$ cat config.mk
export PLATFORM = sky130hd
export DESIGN_NAME = sliding_median_spike_detector_core
export DESIGN_NICKNAME = d
export VERILOG_FILES = /design/src/hdl/smsd_pkg.sv /design/src/hdl/smsd_cell.sv /design/src/hdl/smsd_sort_chain.sv /design/src/hdl/smsd_history.sv /design/src/hdl/sliding_median_spike_detector_core.sv
export SDC_FILE = /design/constraint.sdc
export NUM_CORES = 2
export LEC_CHECK = 0
export BUFFER_PORTS_ARGS = -buffer_cell sky130_fd_sc_hd__buf_2
export CORE_UTILIZATION = 50
export DETAILED_ROUTE_END_ITERATION = 10
export PLACE_DENSITY_LB_ADDON = 0.12
export SYNTH_ARGS = -nofsm -noshare
export SYNTH_HDL_FRONTEND = slang
export SYNTH_SLANG_ARGS = --single-unit
$ cat constraint.sdc
create_clock -name clock -period 5.5 [get_ports clock]
set_clock_uncertainty 0.15 [all_clocks]
set_input_delay 0.55 -clock clock [delete_from_list [all_inputs] [get_ports clock]]
set_output_delay 0.55 -clock clock [all_outputs]
set_load 0.005 [all_outputs]
$ cat src/hdl/smsd_pkg.sv
// shared constants, types and helpers of the sliding median spike detector
// depends on nothing; used by every other file of the block
`timescale 1ns / 1ps
`default_nettype none

package smsd_pkg;

   // defaults of the top level parameters
   localparam int unsigned MAX_WINDOW_DEFAULT   = 32;
   localparam int unsigned SAMPLE_WIDTH_DEFAULT = 16;

   // window_length register
   localparam int unsigned WL_W         = 6;
   localparam logic [5:0]  WINDOW_RESET = 6'd5;

   // running alert count
   localparam int unsigned COUNT_W = 16;

   // csr port
   localparam int unsigned APB_DATA_W = 32;
   localparam int unsigned APB_ADDR_W = 3;
   // register index taken from paddr[APB_ADDR_W-1:2]
   localparam logic        REG_WINDOW_LENGTH = 1'b0;

   // control broadcast to every sorting cell
   typedef struct packed {
      logic clear;   // empty all cells
      logic insert;  // insert the broadcast value
   } sort_ctl_type;

   // flags a cell hands to its right neighbor
   typedef struct packed {
      logic occ;     // cell holds a value
      logic ins;     // broadcast value lands at or left of this cell
   } link_type;

   // pointer width for a ring of the given depth, never zero
   function automatic int unsigned ptr_width(input int unsigned depth);
      int unsigned w;
      w = 1;
      if (depth > 1) begin
         w = $clog2(depth);
      end
      return w;
   endfunction

endpackage

`default_nettype wire

$ cat src/hdl/smsd_cell.sv
// one cell of the sorted insertion chain
// depends on smsd_pkg
`timescale 1ns / 1ps
`default_nettype none

module smsd_cell #(
   parameter int unsigned SAMPLE_WIDTH = smsd_pkg::SAMPLE_WIDTH_DEFAULT
) (
   input  wire logic                    clock,
   input  wire logic                    reset,
   input  wire smsd_pkg::sort_ctl_type  ctl,
   input  wire logic [SAMPLE_WIDTH-1:0] new_value,
   input  wire logic [SAMPLE_WIDTH-1:0] left_value,
   input  wire smsd_pkg::link_type      left_link,
   output logic      [SAMPLE_WIDTH-1:0] value,
   output smsd_pkg::link_type           link
);

   logic [SAMPLE_WIDTH-1:0] value_ff;
   logic [SAMPLE_WIDTH-1:0] value_in;
   logic                    occ_ff;
   logic                    occ_in;
   logic                    ins;

   // empty cells count as larger than anything
   assign ins = !occ_ff || (value_ff > new_value);

   always_comb begin
      value_in = value_ff;
      occ_in   = occ_ff;
      if (ctl.clear) begin
         occ_in = 1'b0;
      end else if (ctl.insert && ins) begin
         if (left_link.ins) begin
            // shift right to open the slot
            value_in = left_value;
            occ_in   = left_link.occ;
         end else begin
            value_in = new_value;
            occ_in   = 1'b1;
         end
      end
   end

   always_ff @(posedge clock) begin
      if (reset) begin
         occ_ff <= 1'b0;
      end else begin
         occ_ff <= occ_in;
      end
   end

   always_ff @(posedge clock) begin
      value_ff <= value_in;
   end

   assign value    = value_ff;
   assign link.occ = occ_ff;
   assign link.ins = ins;

endmodule

`default_nettype wire

$ cat src/hdl/smsd_sort_chain.sv
// row of sorting cells kept in ascending order by broadcast insertion
// depends on smsd_pkg and smsd_cell
`timescale 1ns / 1ps
`default_nettype none

module smsd_sort_chain #(
   parameter int unsigned MAX_WINDOW   = smsd_pkg::MAX_WINDOW_DEFAULT,
   parameter int unsigned SAMPLE_WIDTH = smsd_pkg::SAMPLE_WIDTH_DEFAULT
) (
   input  wire logic                                   clock,
   input  wire logic                                   reset,
   input  wire smsd_pkg::sort_ctl_type                 ctl,
   input  wire logic [SAMPLE_WIDTH-1:0]                new_value,
   output logic      [MAX_WINDOW-1:0][SAMPLE_WIDTH-1:0] cell_values
);

   smsd_pkg::link_type links [MAX_WINDOW];

   for (genvar i = 0; i < MAX_WINDOW; i++) begin : g_cell
      logic [SAMPLE_WIDTH-1:0] left_value;
      smsd_pkg::link_type      left_link;

      if (i == 0) begin : g_head
         assign left_value = '0;
         assign left_link  = '0;
      end else begin : g_body
         assign left_value = cell_values[i-1];
         assign left_link  = links[i-1];
      end

      smsd_cell #(
         .SAMPLE_WIDTH(SAMPLE_WIDTH)
      ) u_cell (
         .clock     (clock),
         .reset     (reset),
         .ctl       (ctl),
         .new_value (new_value),
         .left_value(left_value),
         .left_link (left_link),
         .value     (cell_values[i]),
         .link      (links[i])
      );
   end

endmodule

`default_nettype wire

$ cat src/hdl/smsd_history.sv
// sample history ring: one write port, one registered read port
// depends on smsd_pkg
`timescale 1ns / 1ps
`default_nettype none

module smsd_history #(
   parameter  int unsigned MAX_WINDOW   = smsd_pkg::MAX_WINDOW_DEFAULT,
   parameter  int unsigned SAMPLE_WIDTH = smsd_pkg::SAMPLE_WIDTH_DEFAULT,
   localparam int unsigned PTR_W        = smsd_pkg::ptr_width(MAX_WINDOW)
) (
   input  wire logic                    clock,
   input  wire logic                    wr_en,
   input  wire logic [PTR_W-1:0]        wr_addr,
   input  wire logic [SAMPLE_WIDTH-1:0] wr_data,
   input  wire logic                    rd_en,
   input  wire logic [PTR_W-1:0]        rd_addr,
   output logic      [SAMPLE_WIDTH-1:0] rd_data
);

   logic [SAMPLE_WIDTH-1:0] mem [MAX_WINDOW];
   logic [SAMPLE_WIDTH-1:0] rd_data_ff;

   always_ff @(posedge clock) begin
      if (wr_en) begin
         mem[wr_addr] <= wr_data;
      end
   end

   always_ff @(posedge clock) begin
      if (rd_en) begin
         rd_data_ff <= mem[rd_addr];
      end
   end

   assign rd_data = rd_data_ff;

endmodule

`default_nettype wire

$ cat src/hdl/sliding_median_spike_detector_core.sv
// top level of the sliding median spike detector
// depends on smsd_pkg, smsd_history, smsd_sort_chain and smsd_cell
`timescale 1ns / 1ps
`default_nettype none

// Each req beat carries one unsigned sample. Once window_length earlier samples
// have been seen, the sample is flagged when it is at least twice the median of
// those samples (for an even window: at least the sum of the two middle values),
// and a saturating 16-bit count of flags is kept. Every req beat yields exactly
// one rsp beat. Items are worked one at a time. For a sample that finds a full
// window, len being the effective window length, the history memory's single read
// port streams the len most recent samples, one per cycle, into a chain of sorting
// cells; then the last read is inserted, the load phase ends once the read pipe is
// empty, the middle cells are picked, the result is formed and the sequencer returns
// to idle. A sample that arrives before the window is full skips the load and
// select phases. A
// finished result sits in the rsp register, so the next sample is accepted and
// worked while it waits; only delivering the following result waits on rsp_stall.
// window_length 0 acts as 1, values above MAX_WINDOW act as MAX_WINDOW, and a new
// length keeps the history and counts from the next sample. No clearing pass is
// needed after reset.

module sliding_median_spike_detector_core #(
   parameter int unsigned MAX_WINDOW   = smsd_pkg::MAX_WINDOW_DEFAULT,
   parameter int unsigned SAMPLE_WIDTH = smsd_pkg::SAMPLE_WIDTH_DEFAULT
) (
   input  wire logic                            clock,
   input  wire logic                            reset,
   // sample channel
   input  wire logic                            req_valid,
   output logic                                 req_stall,
   input  wire logic [SAMPLE_WIDTH-1:0]         req_sample,
   // result channel
   output logic                                 rsp_valid,
   input  wire logic                            rsp_stall,
   output logic                                 rsp_window_full,
   output logic                                 rsp_alert,
   output logic [smsd_pkg::COUNT_W-1:0]         rsp_alert_count,
   // csr port
   input  wire logic                            psel,
   input  wire logic                            penable,
   input  wire logic                            pwrite,
   input  wire logic [smsd_pkg::APB_ADDR_W-1:0] paddr,
   input  wire logic [smsd_pkg::APB_DATA_W-1:0] pwdata,
   output logic      [smsd_pkg::APB_DATA_W-1:0] prdata,
   output logic                                 pready
);

   localparam int unsigned PTR_W   = smsd_pkg::ptr_width(MAX_WINDOW);
   localparam int unsigned LEN_W   = $clog2(MAX_WINDOW + 1);
   localparam int unsigned WL_W    = smsd_pkg::WL_W;
   localparam int unsigned CMP_W   = (LEN_W > WL_W) ? LEN_W : WL_W;
   localparam int unsigned COUNT_W = smsd_pkg::COUNT_W;

   // sequencer states
   localparam logic [1:0] ST_IDLE   = 2'd0;  // waiting for a sample
   localparam logic [1:0] ST_LOAD   = 2'd1;  // streaming history into the chain
   localparam logic [1:0] ST_SELECT = 2'd2;  // latching the middle cells
   localparam logic [1:0] ST_FINISH = 2'd3;  // compare, write history, hand off

   // ---------------------------------------------------------------- csr
   logic [WL_W-1:0] window_length_ff;
   logic            csr_hit;

   assign csr_hit = (paddr[smsd_pkg::APB_ADDR_W-1:2] == smsd_pkg::REG_WINDOW_LENGTH);
   assign pready  = 1'b1;

   always_ff @(posedge clock) begin
      if (reset) begin
         window_length_ff <= smsd_pkg::WINDOW_RESET;
      end else if (psel && penable && pwrite && pready && csr_hit) begin
         window_length_ff <= pwdata[WL_W-1:0];
      end
   end

   always_comb begin
      prdata = '0;
      if (csr_hit) begin
         prdata = {{(smsd_pkg::APB_DATA_W - WL_W){1'b0}}, window_length_ff};
      end
   end

   // ---------------------------------------------------------------- state
   logic [1:0]              state_ff;
   logic [1:0]              state_in;
   logic [SAMPLE_WIDTH-1:0] sample_ff;
   logic [LEN_W-1:0]        len_ff;
   logic                    full_ff;
   logic [PTR_W-1:0]        wp_ff;
   logic [PTR_W-1:0]        rd_addr_ff;
   logic [LEN_W-1:0]        issue_cnt_ff;
   logic                    dv_ff;
   logic [LEN_W-1:0]        filled_ff;
   logic [SAMPLE_WIDTH-1:0] lo_ff;
   logic [SAMPLE_WIDTH-1:0] hi_ff;
   logic [COUNT_W-1:0]      alert_total_ff;
   logic [COUNT_W-1:0]      alert_total_in;
   logic                    rsp_valid_ff;
   logic                    rsp_full_ff;
   logic                    rsp_alert_ff;
   logic [COUNT_W-1:0]      rsp_count_ff;

   // ---------------------------------------------------------------- window length
   logic [CMP_W-1:0] wl_ext;
   logic [LEN_W-1:0] len_eff;
   logic             full_now;

   assign wl_ext = CMP_W'(window_length_ff);

   always_comb begin
      if (wl_ext == '0) begin
         len_eff = LEN_W'(1);
      end else if (wl_ext > CMP_W'(MAX_WINDOW)) begin
         len_eff = LEN_W'(MAX_WINDOW);
      end else begin
         len_eff = LEN_W'(window_length_ff);
      end
   end

   assign full_now = (filled_ff >= len_eff);

   // ---------------------------------------------------------------- handshake
   logic accept;
   logic out_free;
   logic finish;

   assign req_stall = reset || (state_ff != ST_IDLE);
   assign accept    = req_valid && !req_stall;
   // rsp register can take the next result
   assign out_free  = !rsp_valid_ff || !rsp_stall;
   assign finish    = (state_ff == ST_FINISH) && out_free;

   // ---------------------------------------------------------------- history reads
   logic                    issue;
   logic [PTR_W-1:0]        wp_prev;
   logic [PTR_W-1:0]        rd_addr_dec;
   logic [SAMPLE_WIDTH-1:0] rd_data;

   // newest sample sits just behind the write pointer, walk backward from there
   assign wp_prev     = (wp_ff == '0) ? PTR_W'(MAX_WINDOW - 1) : wp_ff - PTR_W'(1);
   assign rd_addr_dec = (rd_addr_ff == '0) ? PTR_W'(MAX_WINDOW - 1)
                                           : rd_addr_ff - PTR_W'(1);
   assign issue       = (state_ff == ST_LOAD) && (issue_cnt_ff != len_ff);

   smsd_history #(
      .MAX_WINDOW  (MAX_WINDOW),
      .SAMPLE_WIDTH(SAMPLE_WIDTH)
   ) u_history (
      .clock  (clock),
      .wr_en  (finish),
      .wr_addr(wp_ff),
      .wr_data(sample_ff),
      .rd_en  (issue),
      .rd_addr(rd_addr_ff),
      .rd_data(rd_data)
   );

   // ---------------------------------------------------------------- sorting chain
   smsd_pkg::sort_ctl_type                  sort_ctl;
   logic [MAX_WINDOW-1:0][SAMPLE_WIDTH-1:0] cell_values;

   // a new sample empties the chain; each returning read is inserted
   assign sort_ctl.clear  = accept;
   assign sort_ctl.insert = dv_ff;

   smsd_sort_chain #(
      .MAX_WINDOW  (MAX_WINDOW),
      .SAMPLE_WIDTH(SAMPLE_WIDTH)
   ) u_sort_chain (
      .clock      (clock),
      .reset      (reset),
      .ctl        (sort_ctl),
      .new_value  (rd_data),
      .cell_values(cell_values)
   );

   // ---------------------------------------------------------------- median pick
   logic [LEN_W-1:0] mid;
   logic [LEN_W-1:0] lo_pos;
   logic [PTR_W-1:0] lo_idx;
   logic [PTR_W-1:0] hi_idx;

   assign mid    = len_ff >> 1;
   // odd window: both taps on the middle cell, so the sum is twice the median
   assign lo_pos = len_ff[0] ? mid : mid - LEN_W'(1);
   assign lo_idx = PTR_W'(lo_pos);
   assign hi_idx = PTR_W'(mid);

   // ---------------------------------------------------------------- verdict
   logic [SAMPLE_WIDTH:0] ref_sum;
   logic                  alert_now;

   assign ref_sum   = {1'b0, lo_ff} + {1'b0, hi_ff};
   assign alert_now = full_ff && ({1'b0, sample_ff} >= ref_sum);

   always_comb begin
      alert_total_in = alert_total_ff;
      if (alert_now && (alert_total_ff != {COUNT_W{1'b1}})) begin
         alert_total_in = alert_total_ff + COUNT_W'(1);
      end
   end

   // ---------------------------------------------------------------- sequencer
   always_comb begin
      state_in = state_ff;
      case (state_ff)
         ST_IDLE: begin
            if (accept) begin
               state_in = full_now ? ST_LOAD : ST_FINISH;
            end
         end
         ST_LOAD: begin
            // all reads issued and the last one inserted
            if (!issue && !dv_ff) begin
               state_in = ST_SELECT;
            end
         end
         ST_SELECT: begin
            state_in = ST_FINISH;
         end
         ST_FINISH: begin
            if (out_free) begin
               state_in = ST_IDLE;
            end
         end
         default: begin
            state_in = ST_IDLE;
         end
      endcase
   end

   always_ff @(posedge clock) begin
      if (reset) begin
         state_ff       <= ST_IDLE;
         dv_ff          <= 1'b0;
         wp_ff          <= '0;
         filled_ff      <= '0;
         alert_total_ff <= '0;
         rsp_valid_ff   <= 1'b0;
      end else begin
         state_ff <= state_in;
         dv_ff    <= issue;
         if (finish) begin
            wp_ff          <= (wp_ff == PTR_W'(MAX_WINDOW - 1)) ? '0 : wp_ff + PTR_W'(1);
            alert_total_ff <= alert_total_in;
            if (filled_ff != LEN_W'(MAX_WINDOW)) begin
               filled_ff <= filled_ff + LEN_W'(1);
            end
         end
         if (finish) begin
            rsp_valid_ff <= 1'b1;
         end else if (!rsp_stall) begin
            rsp_valid_ff <= 1'b0;
         end
      end
   end

   // item payload, no reset needed
   always_ff @(posedge clock) begin
      if (accept) begin
         sample_ff    <= req_sample;
         len_ff       <= len_eff;
         full_ff      <= full_now;
         rd_addr_ff   <= wp_prev;
         issue_cnt_ff <= '0;
      end else if (issue) begin
         rd_addr_ff   <= rd_addr_dec;
         issue_cnt_ff <= issue_cnt_ff + LEN_W'(1);
      end
      if (state_ff == ST_SELECT) begin
         lo_ff <= cell_values[lo_idx];
         hi_ff <= cell_values[hi_idx];
      end
      if (finish) begin
         rsp_full_ff  <= full_ff;
         rsp_alert_ff <= alert_now;
         rsp_count_ff <= alert_total_in;
      end
   end

   assign rsp_valid       = rsp_valid_ff;
   assign rsp_window_full = rsp_full_ff;
   assign rsp_alert       = rsp_alert_ff;
   assign rsp_alert_count = rsp_count_ff;

endmodule

`default_nettype wire

==> out/qor.csv <==
metric,value,unit
"EDFF count, synth",1118,
"Avg Cell Area, Syn",14.2,um^2
Relative slew margins,8.60,%
DRT Pass-1 Iters,5,
Most used DFF post-synth,edfxtp_1,
switching share of power,38.2,%
clk buf depth,3,
CP Launch Type,flip-flop,
run status,completed,
number of fill cells,10899,
RSZ-0062 raised after global routing,no,
gpl congestion,1.02,
number of DRC markers in iteration 0,5748,
width of the die,373,um
Fin Setup TNS,0,ns
Post-synth ARST share,0,%
"area leader, netlist",edfxtp_1,
htree depth,4,
WS Path Type,flip-flop to flip-flop,
share of cells above drive strength 1,26.9,%
Mapped Area,68600,um^2
vias in the first global route,44526,
top-area cell type share of the netlist area,48.9,%
starting density of the core,50.6,%
Syn. warnings,0,
"FF+latch count, synth",1193,
Hold Crit Depth,3,
"wirelength, routed",228000,um
die extent in y,373,um
GRT Util Overall,32.9,%
worst-path fanout max,38,
combinational share of power,39.8,%
first-pass GRT wire length,323000,um
sequential share of power,34.3,%
WL per Instance,32.9,um
power share of the clock group,25.9,%
largest net degree at the start of global routing,88,
Final Cycle Share,82.9,%
NetSw,13.4,mW
Area contributors post-synth,"edfxtp_1 (49%), mux4_2 (12%), ha_1 (10%)",
"commonest cells after routing, fill and taps aside","edfxtp_1 (1118), ha_1 (566), mux2_2 (446), mux4_2 (380), nand2_1 (251)",
"Remaining Overflow, GRT",0,
# setup viols final,0,
CTS Buf Count,137,
Power Total,35.0,mW
routed vias,46587,
worst hold slack,0.156,ns
"non-filler cells, final",6923,
vias per cell,6.73,
Post-CTS Setup Inserts,0,
CP Data Required Time,5.90,ns
antenna violations before repair,20,
Multi-input gate area,32400,um^2
CTS Sinks,1193,
CP Capture Type,flip-flop,
"commonest non-fill, non-tap cell in the layout",edfxtp_1,
Worst-Skew Late Latency,0.82,ns
Pins Over Slew Limit,0,
DRC Markers,0,
die footprint,139000,um^2
Clock transition at path regs,0.06,ns
DRT antenna net count,0,
Peak VDD IR,0.341,mV
Port Buffers,55,
PD cells,456,nW/um^2
post-synthesis sequential area ratio,51.1,%
Post-layout nets,5657,
"Area growth, synth to finish",11.8,%
Final HPWL DP,159000,um
Place WS,1.01,ns
Cell variety after synth,67,
min cycle time layout,4.56,ns
placed cell count,6651,
Hold Fails Final Rpt,0,
TritonCTS clock tree,done,
root buffer cell,clkbuf_16,
CP arrival,4.96,ns
Leakage,28.1,nW
Reg2Reg Depth,17,
fmax,0.219,GHz
Core ar.,136000,um^2
Ports,111,
Least-Margin Pin Slew,1.37,ns
Syn Inst Count,4843,
Int Power,21.6,mW
FF+latch area,35100,um^2
max-cap violations,0,
Rows,135,
Final WS setup,0.942,ns
Hold WC Path Type,input port to flip-flop,
## cells in the mapped netlist (32+ instances only)
| library cell | n |
|---|---|
| mux4_2 | 380 |
| nand2_1 | 253 |
| buf_2 | 40 |
| o31ai_1 | 41 |
| a21o_1 | 106 |
| nor2_1 | 229 |
| o22ai_1 | 32 |
| nand4_1 | 96 |
| inv_1 | 90 |
| nor3_1 | 41 |
| a21oi_1 | 199 |
| ha_1 | 566 |
| nand3_1 | 53 |
| o21a_1 | 60 |
| edfxtp_1 | 1118 |
| mux2i_1 | 152 |
| clkbuf_1 | 156 |
| mux2_2 | 446 |
| o21ai_0 | 234 |
| o221ai_1 | 32 |
| buf_1 | 41 |
| dfxtp_1 | 75 |
| nor2b_1 | 70 |
## kinds of logic after synthesis
family / synth area share, %
multiplexers: 22.0
XOR/XNOR: 0.663
AND/OR/NAND/NOR: 6.12
AO/OA/AOI/OAI: 7.55
buffers and inverters: 2.22
adder cells (fa/ha/maj): 10.3
flip-flops: 51.1
other: 0.0109
## repair_timing
action,4_1_cts,5_1_grt
hold endpoints to repair,23,0
resized for setup,0,0
hold buffers,23,0
## layer usage
layer  share of wire [%]  routed length (um)  track usage (%)
met1                  40               91300             44.9
met5               0.042                  96                0
met3                 9.7               22100             7.41
met4                 5.8               13300             17.0
met2                  44              101000             49.3
## worst paths after layout
check | from | to | slack [ns]
setup / recovery | lo_ff[1] | rsp_alert_count[4] | 0.94
hold / removal | reset | filled_ff[3] | 0.16
setup reg to reg | lo_ff[1] | rsp_alert_count[4] | 0.94
hold reg to reg | u_sort_chain.g_cell[26].u_cell.occ_ff | u_sort_chain.g_cell[27].u_cell.occ_ff | 0.34
## power groups by stage
| stage | Combinational, mW | Sequential (mW) | Clock (mW) |
|---|---|---|---|
| final | 13.9 | 12.0 | 9.07 |
| after global routing | 14.9 | 12.1 | 9.48 |
| after CTS | 13.7 | 12.0 | 9.15 |
| after detailed placement | 13.6 | 12.2 | 0 |
| after global placement | 13.4 | 12.2 | 0 |
| after floorplan | 8.54 | 11.8 | 0 |
## through the flow
step           util (%)  instance area, um^2
2_1_floorplan         -                68700
3_3_place_gp       53.1                72100
3_5_place_dp       53.1                72100
4_1_cts            56.5                76800
5_1_grt            56.5                76800
6_report           56.5                76800
## state kept, by name, summed over array words and instances, names as in the netlist
register and flops:
state_ff 2, window_length_ff 6, filled_ff 6, sample_ff 16, rsp_alert_count 16, dv_ff 1, alert_total_ff 16, rd_addr_ff 5
len_ff 6, u_history.mem 512, rsp_alert 1, rsp_window_full 1, hi_ff 16, issue_cnt_ff 6, rsp_valid 1, full_ff 1
lo_ff 16, wp_ff 5, u_history.rd_data 16, u_sort_chain.g_cell.u_cell.occ_ff 32, u_sort_chain.g_cell.u_cell.value 512
## critical path, stage by stage (launching register included)
cell	delay, ns
edfxtp_1	0.43
ha_1	0.33
a211oi_1	0.25
o21ai_0	0.20
a31oi_1	0.26
a21oi_1	0.18
a21o_1	0.21
a21oi_1	0.17
xor2_1	0.16
ha_1	0.26
a21o_1	0.16
a21o_1	0.17
a21oi_1	0.20
o311a_1	0.22
or3_4	0.38
inv_1	0.21
and3_1	0.20
xor2_1	0.14
## area by class of cell
type,count,share of cell area (%)
inverters,93,0.455
clock buffers,180,4.86
repair buffers,293,3.05
diodes,2,0.00652
clock inverters,67,0.891
well taps,1781,2.90
flip-flops and latches,1193,45.7
multi-input cells,3314,42.1
(Power assumes the default switching activity.)
